## config.mk

```make
export PLATFORM = sky130hd
export DESIGN_NAME = clipped_pixel_raster_engine_unit
export DESIGN_NICKNAME = d
export VERILOG_FILES = /design/src/cpre_pkg.sv /design/src/cpre_front.sv /design/src/cpre_queue.sv /design/src/cpre_back.sv /design/src/clipped_pixel_raster_engine_unit.sv
export VERILOG_INCLUDE_DIRS = /design/src /design/src/src
export SDC_FILE = /design/constraint.sdc
export NUM_CORES = 2
export LEC_CHECK = 0
export BUFFER_PORTS_ARGS = -buffer_cell sky130_fd_sc_hd__buf_4
export CAP_MARGIN = 20
export CELL_PAD_IN_SITES_DETAIL_PLACEMENT = 1
export CELL_PAD_IN_SITES_GLOBAL_PLACEMENT = 1
export CORE_UTILIZATION = 46
export DETAILED_ROUTE_END_ITERATION = 10
export HOLD_SLACK_MARGIN = 0.05
export PLACE_DENSITY = 0.8
export SYNTH_ARGS = -nofsm -noshare
export SYNTH_HDL_FRONTEND = slang
export SYNTH_HIERARCHICAL = 1
export SYNTH_SLANG_ARGS = --single-unit
```

## constraint.sdc

```tcl
create_clock -name clk -period 7.91 [get_ports clk]
set_input_delay 0 -clock clk [delete_from_list [all_inputs] [get_ports clk]]
set_output_delay 0 -clock clk [all_outputs]
set_load 0.05 [all_outputs]
```

## src/clipped_pixel_raster_engine_unit_macros.svh

```systemverilog
// Assertion helpers used by the raster engine queue.
`ifndef CLIPPED_PIXEL_RASTER_ENGINE_UNIT_MACROS_SVH
`define CLIPPED_PIXEL_RASTER_ENGINE_UNIT_MACROS_SVH
`ifndef SYNTHESIS
// prop must hold at every clock edge out of reset
`define CPRE_ASSERT(lbl, clk, rst_n, prop) \
	lbl: assert property (@(posedge clk) disable iff (!rst_n) (prop)) \
		else $error("cpre assertion failed");
// cond must never be seen at a clock edge out of reset
`define CPRE_NEVER(lbl, clk, rst_n, cond) \
	lbl: assert property (@(posedge clk) disable iff (!rst_n) !(cond)) \
		else $error("cpre forbidden condition");
`else
`define CPRE_ASSERT(lbl, clk, rst_n, prop)
`define CPRE_NEVER(lbl, clk, rst_n, cond)
`endif
`endif

```

## src/cpre_pkg.sv

```systemverilog
package cpre_pkg;

	localparam int SCR_BITS = 11;
	localparam int ADDR_BITS = 20;
	localparam int COLOR_BITS = 8;
	localparam int QUEUE_DEPTH = 4;
	localparam int QPTR_BITS = 2;
	localparam int CLEAR_CAP = 1 << ADDR_BITS;

	localparam logic [2:0] OP_TICK = 3'd0;
	localparam logic [2:0] OP_CLEAR = 3'd1;
	localparam logic [2:0] OP_PLOT = 3'd2;
	localparam logic [2:0] OP_LINE = 3'd3;
	localparam logic [2:0] OP_RECT = 3'd4;
	localparam logic [2:0] OP_FILL = 3'd5;

	localparam logic CFG_WIDTH = 1'b0;
	localparam logic CFG_HEIGHT = 1'b1;

	typedef enum logic [5:0] {
		MODE_IDLE  = 6'b000001,
		MODE_CLEAR = 6'b000010,
		MODE_PLOT  = 6'b000100,
		MODE_LINE  = 6'b001000,
		MODE_RECT  = 6'b010000,
		MODE_FILL  = 6'b100000
	} mode_t;

	// one result beat on its way from the front to the back
	typedef struct packed {
		logic                  we;
		logic                  mul;
		logic [ADDR_BITS-1:0]  caddr;
		logic [SCR_BITS-1:0]   px;
		logic [SCR_BITS-1:0]   py;
		logic [SCR_BITS-1:0]   stride;
		logic [COLOR_BITS-1:0] color;
		logic                  last;
		logic                  busy;
	} pix_rec_t;

	// screen geometry after saturation
	typedef struct packed {
		logic [SCR_BITS-1:0] w;
		logic [SCR_BITS-1:0] h;
		logic [ADDR_BITS:0]  clen;
	} geom_t;

endpackage

```

## src/cpre_front.sv

```systemverilog
module cpre_front #(
	parameter int COORD_BITS = 12
) (
	input  logic                        clk,
	input  logic                        arst_n,
	input  logic                        in_valid,
	output logic                        in_ready,
	input  logic [2:0]                  op,
	input  logic signed [COORD_BITS-1:0] pos_x,
	input  logic signed [COORD_BITS-1:0] pos_y,
	input  logic signed [COORD_BITS-1:0] to_x,
	input  logic signed [COORD_BITS-1:0] to_y,
	input  logic signed [COORD_BITS-1:0] rect_width,
	input  logic signed [COORD_BITS-1:0] rect_height,
	input  logic [cpre_pkg::COLOR_BITS-1:0] color,
	input  cpre_pkg::geom_t             geom,
	output logic                        push,
	output cpre_pkg::pix_rec_t          rec,
	input  logic                        full
);
	import cpre_pkg::*;

	localparam int PW = (COORD_BITS + 2 > SCR_BITS + 1) ? COORD_BITS + 2 : SCR_BITS + 1;
	localparam int DW = COORD_BITS + 1;
	localparam int EW = COORD_BITS + 3;

	mode_t mode_q, mode_d;
	logic signed [COORD_BITS-1:0] cur_x_q, cur_y_q, end_x_q, end_y_q;
	logic signed [COORD_BITS-1:0] cur_x_d, cur_y_d, end_x_d, end_y_d;
	logic [DW-1:0] dx_q, dy_q, dx_d, dy_d;
	logic sxn_q, syn_q, sxn_d, syn_d;
	logic signed [EW-1:0] err_q, err_d;
	logic [COLOR_BITS-1:0] pen_q, pen_d;
	logic signed [COORD_BITS-1:0] bx_q, by_q, bw_q, bh_q, bx_d, by_d, bw_d, bh_d;
	logic signed [PW-1:0] outer_q, outer_d;
	logic inner_q, inner_d;
	logic signed [PW-1:0] fin_q, fin_d;
	logic phase_q, phase_d;
	logic [ADDR_BITS-1:0] ccnt_q, ccnt_d;

	logic signed [PW-1:0] pix_x, pix_y, bxe, bye, bwe, bhe;
	logic pix_en, pix_last, in_scr;
	logic signed [DW-1:0] xs, ys, exs, eys;
	logic signed [EW-1:0] e2, dxe, dye;
	logic cmd;

	assign in_ready = !full;
	assign push = in_valid && in_ready;
	assign cmd = (op == OP_CLEAR) || (op == OP_PLOT) || (op == OP_LINE)
		|| (op == OP_RECT) || (op == OP_FILL);

	assign bxe = PW'(bx_q);
	assign bye = PW'(by_q);
	assign bwe = PW'(bw_q);
	assign bhe = PW'(bh_q);
	assign xs = DW'(pos_x);
	assign ys = DW'(pos_y);
	assign exs = DW'(to_x);
	assign eys = DW'(to_y);
	assign e2 = err_q <<< 1;
	assign dxe = $signed({2'b00, dx_q});
	assign dye = $signed({2'b00, dy_q});

	always_comb begin
		mode_d = mode_q;
		cur_x_d = cur_x_q; cur_y_d = cur_y_q; end_x_d = end_x_q; end_y_d = end_y_q;
		dx_d = dx_q; dy_d = dy_q; sxn_d = sxn_q; syn_d = syn_q; err_d = err_q;
		pen_d = pen_q; bx_d = bx_q; by_d = by_q; bw_d = bw_q; bh_d = bh_q;
		outer_d = outer_q; inner_d = inner_q; phase_d = phase_q; ccnt_d = ccnt_q;
		fin_d = fin_q;
		pix_x = '0; pix_y = '0; pix_en = 1'b0; pix_last = 1'b0;
		in_scr = 1'b0;
		rec = '0;
		if (cmd) begin
			pen_d = color;
			cur_x_d = pos_x;
			cur_y_d = pos_y;
			case (op)
				OP_CLEAR: begin
					mode_d = (geom.clen == '0) ? MODE_IDLE : MODE_CLEAR;
					ccnt_d = '0;
				end
				OP_PLOT: mode_d = MODE_PLOT;
				OP_LINE: begin
					mode_d = MODE_LINE;
					end_x_d = to_x;
					end_y_d = to_y;
					dx_d = (exs > xs) ? DW'(exs - xs) : DW'(xs - exs);
					dy_d = (eys > ys) ? DW'(eys - ys) : DW'(ys - eys);
					sxn_d = !(xs < exs);
					syn_d = !(ys < eys);
					err_d = $signed({2'b00, dx_d}) - $signed({2'b00, dy_d});
				end
				default: begin
					mode_d = (op == OP_RECT) ? MODE_RECT : MODE_FILL;
					bx_d = pos_x; by_d = pos_y; bw_d = rect_width; bh_d = rect_height;
					outer_d = '0; inner_d = 1'b0; phase_d = 1'b0;
					if (rect_width <= 0 || rect_height <= 0)
						mode_d = MODE_IDLE;
				end
			endcase
			rec.busy = (mode_d != MODE_IDLE);
		end else begin
			case (mode_q)
				MODE_CLEAR: begin
					rec.we = 1'b1;
					rec.caddr = ccnt_q;
					rec.color = pen_q;
					rec.last = ({1'b0, ccnt_q} + 1'b1) >= geom.clen;
					rec.busy = !rec.last;
					ccnt_d = ccnt_q + 1'b1;
					if (rec.last)
						mode_d = MODE_IDLE;
				end
				MODE_PLOT: begin
					pix_en = 1'b1; pix_last = 1'b1;
					pix_x = PW'(cur_x_q); pix_y = PW'(cur_y_q);
				end
				MODE_LINE: begin
					pix_en = 1'b1;
					pix_x = PW'(cur_x_q); pix_y = PW'(cur_y_q);
					pix_last = (cur_x_q == end_x_q) && (cur_y_q == end_y_q);
					if (!pix_last) begin
						if (e2 > -dye) begin
							err_d = err_d - dye;
							cur_x_d = sxn_q ? cur_x_q - 1'b1 : cur_x_q + 1'b1;
						end
						if (e2 < dxe) begin
							err_d = err_d + dxe;
							cur_y_d = syn_q ? cur_y_q - 1'b1 : cur_y_q + 1'b1;
						end
					end
				end
				MODE_RECT: begin
					pix_en = 1'b1;
					if (!phase_q) begin
						pix_x = bxe + outer_q;
						pix_y = inner_q ? bye + bhe - 1'b1 : bye;
						inner_d = !inner_q;
						if (inner_q) begin
							outer_d = outer_q + 1'b1;
							if (outer_d >= bwe) begin
								outer_d = '0;
								phase_d = 1'b1;
							end
						end
					end else begin
						pix_x = inner_q ? bxe + bwe - 1'b1 : bxe;
						pix_y = bye + outer_q;
						inner_d = !inner_q;
						if (inner_q) begin
							pix_last = outer_q >= bhe - 1'b1;
							outer_d = outer_q + 1'b1;
						end
					end
				end
				MODE_FILL: begin
					pix_en = 1'b1;
					pix_x = bxe + outer_q;
					pix_y = bye + fin_q;
					pix_last = (outer_q >= bwe - 1'b1) && (fin_q >= bhe - 1'b1);
					fin_d = fin_q + 1'b1;
					if (fin_d >= bhe) begin
						fin_d = '0;
						outer_d = outer_q + 1'b1;
					end
				end
				default: mode_d = MODE_IDLE;
			endcase
			if (pix_en) begin
				in_scr = !pix_x[PW-1] && !pix_y[PW-1]
					&& (pix_x < $signed({{(PW-SCR_BITS){1'b0}}, geom.w}))
					&& (pix_y < $signed({{(PW-SCR_BITS){1'b0}}, geom.h}));
				rec.we = in_scr;
				rec.mul = in_scr;
				rec.px = in_scr ? pix_x[SCR_BITS-1:0] : '0;
				rec.py = in_scr ? pix_y[SCR_BITS-1:0] : '0;
				// stride travels with the beat so a later width write cannot touch it
				rec.stride = geom.w;
				rec.color = in_scr ? pen_q : '0;
				rec.last = pix_last;
				rec.busy = !pix_last;
				if (pix_last)
					mode_d = MODE_IDLE;
			end else begin
				in_scr = 1'b0;
			end
		end
		if (mode_d != MODE_FILL && cmd)
			fin_d = '0;
		if (cmd)
			fin_d = '0;
	end

	always_ff @(posedge clk or negedge arst_n) begin
		if (!arst_n) begin
			mode_q <= MODE_IDLE;
			cur_x_q <= '0; cur_y_q <= '0; end_x_q <= '0; end_y_q <= '0;
			dx_q <= '0; dy_q <= '0; sxn_q <= 1'b0; syn_q <= 1'b0; err_q <= '0;
			pen_q <= '0; bx_q <= '0; by_q <= '0; bw_q <= '0; bh_q <= '0;
			outer_q <= '0; inner_q <= 1'b0; fin_q <= '0; phase_q <= 1'b0;
			ccnt_q <= '0;
		end else if (push) begin
			mode_q <= mode_d;
			cur_x_q <= cur_x_d; cur_y_q <= cur_y_d; end_x_q <= end_x_d; end_y_q <= end_y_d;
			dx_q <= dx_d; dy_q <= dy_d; sxn_q <= sxn_d; syn_q <= syn_d; err_q <= err_d;
			pen_q <= pen_d; bx_q <= bx_d; by_q <= by_d; bw_q <= bw_d; bh_q <= bh_d;
			outer_q <= outer_d; inner_q <= inner_d; fin_q <= fin_d; phase_q <= phase_d;
			ccnt_q <= ccnt_d;
		end
	end

endmodule

```

## src/cpre_queue.sv

```systemverilog
`include "clipped_pixel_raster_engine_unit_macros.svh"

module cpre_queue (
	input  logic               clk,
	input  logic               arst_n,
	input  logic               push,
	input  cpre_pkg::pix_rec_t wr_rec,
	output logic               full,
	input  logic               pop,
	output logic               not_empty,
	output cpre_pkg::pix_rec_t rd_rec
);
	import cpre_pkg::*;

	pix_rec_t mem_q [QUEUE_DEPTH];
	logic [QPTR_BITS-1:0] wptr_q, rptr_q;
	logic [QPTR_BITS:0] cnt_q;

	assign full = (cnt_q == (QPTR_BITS+1)'(QUEUE_DEPTH));
	assign not_empty = (cnt_q != '0);
	assign rd_rec = mem_q[rptr_q];

	always_ff @(posedge clk) begin
		if (push)
			mem_q[wptr_q] <= wr_rec;
	end

	always_ff @(posedge clk or negedge arst_n) begin
		if (!arst_n) begin
			wptr_q <= '0;
			rptr_q <= '0;
			cnt_q <= '0;
		end else begin
			if (push)
				wptr_q <= wptr_q + 1'b1;
			if (pop)
				rptr_q <= rptr_q + 1'b1;
			cnt_q <= cnt_q + (QPTR_BITS+1)'(push) - (QPTR_BITS+1)'(pop);
		end
	end

	`CPRE_NEVER(a_no_overflow, clk, arst_n, push && full && !pop)
	`CPRE_NEVER(a_no_underflow, clk, arst_n, pop && !not_empty)
	`CPRE_ASSERT(a_cnt_bound, clk, arst_n, cnt_q <= (QPTR_BITS+1)'(QUEUE_DEPTH))

endmodule

```

## src/cpre_back.sv

```systemverilog
module cpre_back (
	input  logic                            clk,
	input  logic                            arst_n,
	input  logic                            head_valid,
	input  cpre_pkg::pix_rec_t              head,
	output logic                            pop,
	output logic                            out_valid,
	input  logic                            out_ready,
	output logic                            write_enable,
	output logic [cpre_pkg::ADDR_BITS-1:0]  pixel_address,
	output logic [cpre_pkg::COLOR_BITS-1:0] pixel_color,
	output logic                            last_pixel,
	output logic                            busy_res
);
	import cpre_pkg::*;

	logic [2*SCR_BITS-1:0] prod;
	logic [2*SCR_BITS-1:0] lin;

	assign pop = head_valid && (!out_valid || out_ready);
	assign prod = head.py * head.stride;
	assign lin = prod + (2*SCR_BITS)'(head.px);

	always_ff @(posedge clk or negedge arst_n) begin
		if (!arst_n)
			out_valid <= 1'b0;
		else if (pop)
			out_valid <= 1'b1;
		else if (out_ready)
			out_valid <= 1'b0;
	end

	always_ff @(posedge clk) begin
		if (pop) begin
			write_enable <= head.we;
			pixel_address <= head.mul ? lin[ADDR_BITS-1:0] : head.caddr;
			pixel_color <= head.color;
			last_pixel <= head.last;
			busy_res <= head.busy;
		end
	end

endmodule

```

## src/clipped_pixel_raster_engine_unit.sv

```systemverilog
// Pixel raster engine: takes clear, plot, line, rectangle-outline and filled-rectangle
// commands and answers every input beat with one result beat. A command beat latches
// its operands (aborting any drawing in flight) and returns no write; each tick beat
// after it yields the next pixel, clipped to the screen, at address y*width+x. Items
// are accepted one per clock while in_ready is high. The front forms the result as
// the beat is taken and parks it in a four-entry queue; the back registers it with
// the address multiply. While out_ready is low the queue and the output register
// absorb five beats before in_ready drops. Width and height writes on the cfg
// channel are always taken and apply from the next accepted input beat; beats
// already taken keep the geometry they saw.
module clipped_pixel_raster_engine_unit #(
	parameter int MAX_SCREEN_WIDTH = 1024,
	parameter int MAX_SCREEN_HEIGHT = 1024,
	parameter int COORD_BITS = 12
) (
	input  logic                                clk,
	input  logic                                arst_n,
	input  logic                                in_valid,
	output logic                                in_ready,
	input  logic [2:0]                          op,
	input  logic signed [COORD_BITS-1:0]        pos_x,
	input  logic signed [COORD_BITS-1:0]        pos_y,
	input  logic signed [COORD_BITS-1:0]        to_x,
	input  logic signed [COORD_BITS-1:0]        to_y,
	input  logic signed [COORD_BITS-1:0]        rect_width,
	input  logic signed [COORD_BITS-1:0]        rect_height,
	input  logic [cpre_pkg::COLOR_BITS-1:0]     color,
	output logic                                out_valid,
	input  logic                                out_ready,
	output logic                                write_enable,
	output logic [cpre_pkg::ADDR_BITS-1:0]      pixel_address,
	output logic [cpre_pkg::COLOR_BITS-1:0]     pixel_color,
	output logic                                last_pixel,
	output logic                                busy_res,
	input  logic                                cfg_valid,
	output logic                                cfg_ready,
	input  logic                                cfg_index,
	input  logic [cpre_pkg::SCR_BITS-1:0]       cfg_data
);
	import cpre_pkg::*;

	logic [SCR_BITS-1:0] scr_w_q, scr_h_q;
	geom_t geom;
	logic [2*SCR_BITS-1:0] area;
	logic push, full, pop, head_valid;
	pix_rec_t wr_rec, head;

	// configuration is always taken
	assign cfg_ready = 1'b1;

	always_ff @(posedge clk or negedge arst_n) begin
		if (!arst_n) begin
			scr_w_q <= SCR_BITS'(320);
			scr_h_q <= SCR_BITS'(200);
		end else if (cfg_valid) begin
			case (cfg_index)
				CFG_WIDTH: scr_w_q <= cfg_data;
				CFG_HEIGHT: scr_h_q <= cfg_data;
				default: ;
			endcase
		end
	end

	// saturate to the supported screen and derive the clear length
	always_comb begin
		geom.w = (int'(scr_w_q) > MAX_SCREEN_WIDTH) ? SCR_BITS'(MAX_SCREEN_WIDTH) : scr_w_q;
		geom.h = (int'(scr_h_q) > MAX_SCREEN_HEIGHT) ? SCR_BITS'(MAX_SCREEN_HEIGHT) : scr_h_q;
		area = geom.w * geom.h;
		geom.clen = (area > (2*SCR_BITS)'(CLEAR_CAP)) ? (ADDR_BITS+1)'(CLEAR_CAP)
			: area[ADDR_BITS:0];
	end

	cpre_front #(.COORD_BITS(COORD_BITS)) u_front (
		.clk(clk), .arst_n(arst_n),
		.in_valid(in_valid), .in_ready(in_ready),
		.op(op), .pos_x(pos_x), .pos_y(pos_y), .to_x(to_x), .to_y(to_y),
		.rect_width(rect_width), .rect_height(rect_height), .color(color),
		.geom(geom), .push(push), .rec(wr_rec), .full(full)
	);

	cpre_queue u_queue (
		.clk(clk), .arst_n(arst_n),
		.push(push), .wr_rec(wr_rec), .full(full),
		.pop(pop), .not_empty(head_valid), .rd_rec(head)
	);

	cpre_back u_back (
		.clk(clk), .arst_n(arst_n),
		.head_valid(head_valid), .head(head), .pop(pop),
		.out_valid(out_valid), .out_ready(out_ready),
		.write_enable(write_enable), .pixel_address(pixel_address),
		.pixel_color(pixel_color), .last_pixel(last_pixel), .busy_res(busy_res)
	);

endmodule
```

=== After elaboration in Yosys (flattened, before gate mapping) ===
Memory sizes are Yosys's and may differ from the RTL's.
Cells that the tools add are included.

* Multiplexer cells: 86
* $mul: 2
* Add/subtract/negate cells: 30
* Reduce and logical (&&, ||, !) cells: 48
* Eq/ne operators: 21
* Magnitude comparators: 19
* Bitwise operators: 2

{| class="wikitable"
|+ Operators with widths
! cell !! count
|-
| 14-bit two-way mux || 17
|-
| 15-bit two-way mux || 9
|-
| 12-bit two-way mux || 10
|-
| 20-bit two-way mux || 5
|-
| 14-bit case mux with 3 select lines || 2
|-
| 64-bit two-way mux || 1
|-
| 12-bit by 12-bit subtractor with 13-bit output || 4
|-
| 11-bit two-way mux || 4
|-
| 43-bit two-way mux || 1
|-
| 12-bit by 14-bit adder with 14-bit output || 3
|-
| 14-bit >= comparator || 3
|-
| 6-bit two-way mux || 7
|-
| 14-bit by 1-bit adder with 14-bit output (second input constant) || 2
|-
| 14-bit by 12-bit >= comparator with 1-bit output || 2
|-
| 14-bit by 12-bit less-than comparator with 1-bit output || 2
|-
| 14-bit case mux with 2 select lines || 1
|-
| 14-bit by 1-bit subtractor with 14-bit output (second input constant) || 2
|-
| 12-bit by 12-bit adder with 13-bit output || 2
|-
| 13-bit two-way mux || 2
|-
| 12-bit by 2-bit subtractor with 13-bit output (second input constant) || 2
|-
| 12-bit by 1-bit adder with 12-bit output (second input constant) || 2
|-
| 12-bit == test || 2
|-
| 12-bit > comparator || 2
|-
| 12-bit by 1-bit <= comparator with 1-bit output (second input constant) || 2
|-
| 54 further kinds || 119
|}

* Memories kept: 1
* RAM bits: 260
* Logic and storage cells: 240
* Register bits: 264

{| class="wikitable"
|+ Memories
! memory !! words !! bits a word !! rd ports !! clocked after memory_dff !! wr ports !! RTL line !! source
|-
| u_queue.mem_q || 4 || 65 || 1 || 0 || 1 || cpre_queue.sv:15 || <nowiki>pix_rec_t mem_q [QUEUE_DEPTH];</nowiki>
|}

=== Depth between registers and ports, before layout ===
* Depth after elaboration: 15
* Depth in mapped cells: 37

=== By module ===
The synthesis kept the hierarchy.

{| class="wikitable"
|+ Modules (own cells, without submodules)
! module !! times used !! area an instance (um2) !! seq. area each (um2) !! cells an instance
|-
| cpre_front || 1 || 23159.7 || 5056.1 || 2904
|-
| cpre_queue || 1 || 9804.4 || 7982.7 || 374
|-
| cpre_back || 1 || 5406.4 || 955.9 || 570
|-
| clipped_pixel_raster_engine_unit || 1 || 5215.0 || 556.8 || 608
|}

=== Worst setup path before layout ===
OpenSTA, ideal clock, no wires.

* Path type: flip-flop to flip-flop
* Start: register scr_w_q[10]
* End: memory u_queue/mem_q[0][0] (netlist bit) (data pin)
* Slack: 60 ps
* Clock period less this slack: 7850 ps
* Path buffers: 3
* Stages on the path, launching flop included: 35
* Arrival: 7660 ps
* Cells stage by stage: dfrtp_1 -> buf_2 -> inv_1 -> clkbuf_1 -> nand2_1 -> inv_1 -> nand2_1 -> fa_1 -> fa_1 -> inv_1 -> fa_1 -> fa_1 -> inv_1 -> fa_1 -> inv_1 -> ha_1 -> a211oi_2 -> nor2_1 -> nor2b_2 -> a211oi_1 -> or4_4 -> a2111oi_2 -> a41oi_2 -> buf_6 -> nor2_2 -> inv_1 -> ha_1 -> nor2b_1 -> o21a_1 -> o21a_1 -> o211ai_1 -> a31oi_1 -> o31ai_1 -> a41oi_1 -> o21ai_1

{| class="wikitable"
|+ RTL lines
! item !! RTL line !! source
|-
| start, declared || clipped_pixel_raster_engine_unit.sv:42 || <nowiki>logic [SCR_BITS-1:0] scr_w_q, scr_h_q;</nowiki>
|-
| start signal, assigned || clipped_pixel_raster_engine_unit.sv:57 || <nowiki>CFG_WIDTH: scr_w_q <= cfg_data;</nowiki>
|-
| end, declared || cpre_queue.sv:15 ||
|}

==> impl_summary.log <==
[metrics] result of the run: finished clean
[metrics] library cell with the largest summed area after synthesis: edfxtp_1
[metrics] global-route wire length before repair: 221200 µm
[metrics] Iteration-0 DRC Markers: 2563
[metrics] average cell area after synthesis: 9.781 µm²
[metrics] Clk Tree Root Cell: clkbuf_16
[metrics] Critical Path Sink Type: register
[metrics] Synthesis Warnings: 6
[metrics] startpoint type of the worst setup path: register
[metrics] share of the core filled with cells: 53.52%
[metrics] clk sinks: 523
[metrics] total overflow reported by the global router: 0
[metrics] worst slew pin tran: 1.221 ns
[metrics] number of synthesized flops with an enable pin: 291
[metrics] Crit path required time: 8.49 ns
[metrics] area occupied by registers: 14560 µm²
[metrics] Post-Synthesis Cell Area: 43590 µm²
[metrics] number of endpoints failing setup at the final stage: 0
[metrics] maximum clock frequency: 127.4 MHz
[metrics] cell types occupying the most area after synthesis: edfxtp_1, dfrtp_1, ha_1
[metrics] portion of the post-synthesis area used by sequential elements: 33.39%
[metrics] number of storage elements in the synthesis netlist: 523
[metrics] CP most frequent cell: fa_1
[metrics] class of the tightest hold or removal check: input port to register
[metrics] area share of the largest cell type after synthesis: 20.05%
[metrics] Max clock buf depth: 3
[metrics] vias in the first global route: 37730
[metrics] number of cell rows: 112
[metrics] total via count after detailed routing: 35830
[metrics] area taken by multi-input logic gates: 26740 µm²
[metrics] total wire length: 145800 µm
[metrics] most used standard cell by instance count after synthesis: inv_1
[metrics] Post-Synthesis Net Count: 5182
[metrics] CTS HTree Levels: 2
[metrics] number of port buffers: 132
[metrics] placement-stage worst setup slack: -0.1902 ns
[metrics] NumNets Final: 5443
[metrics] Die Outline Area: 95990 µm²
[metrics] maximum number of pins on one net before global-route repair: 86
[metrics] final critical-path setup slack: 0.05877 ns
[metrics] Clk Latency, worst-skew pair: 0.70 ns
[metrics] WP buf/inv: 9
[metrics] clock tree from TritonCTS: yes
[metrics] mean routed wirelength per cell: 24.19 µm
[metrics] placer's final routability congestion estimate: 0.9116
[metrics] Period Utilization, post-route: 99.26%
[metrics] effective utilization at floorplan: 46.56%
[metrics] Max-cap violations: 0
[metrics] synthesis-to-layout area growth: 14.94%
[metrics] Slew Limit Headroom: 18.63%
[metrics] GRT Total Usage: 29.96%
[metrics] width of the die: 309.8 µm
[metrics] Clock Pin Slew Worst Setup and Hold Paths: 0.06 ns
[metrics] max-slew violation count: 0
[metrics] final hold violation count: 0
[metrics] number of routed nets with antenna violations: 0
[metrics] total I/O pin count: 134
[metrics] number of buffers created by CTS: 61
[metrics] cell count after synthesis: 4456
[metrics] first drt pass iteration count: 5
[metrics] critical path arrival: 8.43 ns
[metrics] Synth Flop Type: edfxtp_1
[metrics] largest clock skew in the final design: 0.04826 ns
[metrics] maximum fanout along the worst path: 7
[metrics] cell with the largest stage delay on the worst path: fa_1
[metrics] vertical die dimension: 309.8 µm
[metrics] Top delay family on crit path: adder cells
[metrics] CP max stage delay: 0.55 ns
[metrics] number of antenna violations at the first check in global routing: 4
[metrics] drt drc: 0
[metrics] min Tclk post-route: 7.851 ns
[metrics] proportion of synthesized flip-flops having asynchronous set or reset: 44.36%
[metrics] fraction of final layout cells sized beyond drive strength 1: 13.79%
[metrics] unrepaired setup endpoints after global routing: yes
[metrics] CP Class: register to register
[metrics] DR vias/cell: 5.946
[metrics] count of filler cells inserted in the layout: 10460
[metrics] Synth cell types: 117
[metrics] placeable core region: 93610 µm²
[metrics] half-perimeter wire length after detailed placement: 107700 µm
[metrics] leading post-synthesis cells by instance count: inv_1, ha_1, nand2_1
[flip-flops by register name, summed over array words and instances (netlist names), 13 cells and up]
register              count
u_queue/mem_q           260
u_back/pixel_address     20
u_front/ccnt_q           20
u_front/err_q            14
u_front/fin_q            14
u_front/outer_q          14
u_front/dx_q             13
u_front/dy_q             13
[cell type report]
| class | instances | share of cell area, % |
|---|---|---|
| Multi-Input combinational cell | 3242 | 53.38 |
| Antenna cell | 2 | 0.009990 |
| Sequential cell | 523 | 29.06 |
| Inverter | 524 | 3.933 |
| Timing Repair Buffer | 365 | 6.241 |
| Clock buffer | 84 | 3.344 |
| Tap cell | 1254 | 3.132 |
| Clock inverter | 32 | 0.9066 |
[layout by cell type, fill, tap and decap left out, types with 17 or more instances in the layout]
cell type	instances
inv_1	504
ha_1	427
nor2b_1	66
o21a_1	48
nor2_1	239
a211o_1	17
nand2_1	423
mux2i_1	22
or3_1	24
dlygate4sd3_1	117
dfrtp_1	223
nor3_1	73
nand4_1	37
nor2_2	20
a22o_1	19
a21oi_1	192
clkbuf_16	63
o21ai_0	266
a211oi_1	42
and3_1	61
mux4_2	65
and2_1	86
clkbuf_1	19
nand3_1	68
edfxtp_1	291
a21o_1	74
a31oi_1	32
fa_1	178
nand2b_1	52
o21bai_1	19
xor2_1	80
inv_2	18
mux2_2	68
xnor2_1	145
nor4_1	31
buf_4	233
o211ai_1	29
[kinds of logic (layout without fill, tap and decap cells)]
| group | after synthesis | in the layout | synth area share, % |
|---|---|---|---|
| AND/OR/NAND/NOR | 1279 | 1279 | 14.33 |
| AO/OA/AOI/OAI | 952 | 952 | 14.53 |
| buffers and inverters | 691 | 1005 | 6.321 |
| adder cells (fa/ha/maj) | 627 | 627 | 21.18 |
| flip-flops | 523 | 523 | 33.39 |
| XOR/XNOR | 226 | 226 | 4.559 |
| multiplexers | 157 | 157 | 5.687 |
| other | 1 | 3 | 0.008604 |
[path summary, 6_finish.rpt]
check	slack (ns)	end	cells past startpoint	startpoint
setup / recovery	0.06	u_front/mode_q[3]$_DFFE_PN0P_	32	scr_w_q[10]$_DFFE_PN0P_
hold / removal	0.09	u_front/pen_q[3]$_DFFE_PN0P_	3	color[3]
setup reg to reg	0.06	u_front/mode_q[3]$_DFFE_PN0P_	32	scr_w_q[10]$_DFFE_PN0P_
hold reg to reg	0.51	u_front/end_y_q[11]$_DFFE_PN0P_	2	u_front/end_y_q[11]$_DFFE_PN0P_
max in group asynchronous	5.87	scr_h_q[10]$_DFFE_PN0P_	5	arst_n
min in group asynchronous	0.53	u_queue/cnt_q[0]$_DFF_PN0_	4	arst_n
[repair_timing]
action / 4_1_cts / 5_1_grt
hold endpoints to repair: 263 / 0
hold buffers: 118 / 0
setup buffers: 4 / 6
setup endpoints to repair: 11 / 11
gates resized for setup: 15 / 105
pin swaps: 12 / 51
[routing by layer]
layer / GRT usage, % / part of all wire (%) / wire length (µm)
met1: 38.43 / 42 / 60560
met2: 51.81 / 50 / 72300
met3: 3.887 / 5.4 / 7816
met4: 10.49 / 3.5 / 5059
met5: 0 / 0.018 / 26
[stage by stage]
step / instances / area [µm²] / hold WS, ns / setup TNS, ns
floorplan: 4456 / 43590 / -0.2956 / 0
finish: 6026 / 50100 / 0.08918 / 0
CTS: 6018 / 49620 / 0.05328 / 0
global route: 6024 / 50090 / 0.1018 / -1.541
global placement: 5780 / 46200 / 0.04384 / -0.009524
detailed placement: 5780 / 46200 / 0.05748 / -1.707
[tightest hold or removal path, delay by kind of cell]
kind                   cells  cell delay, ns
multiplexers               1            0.12
buffers and inverters      2            0.63
Power is left out: the tool's default activity adds up to more than one toggle a clock period on the data nets, which glitch-free logic cannot reach.
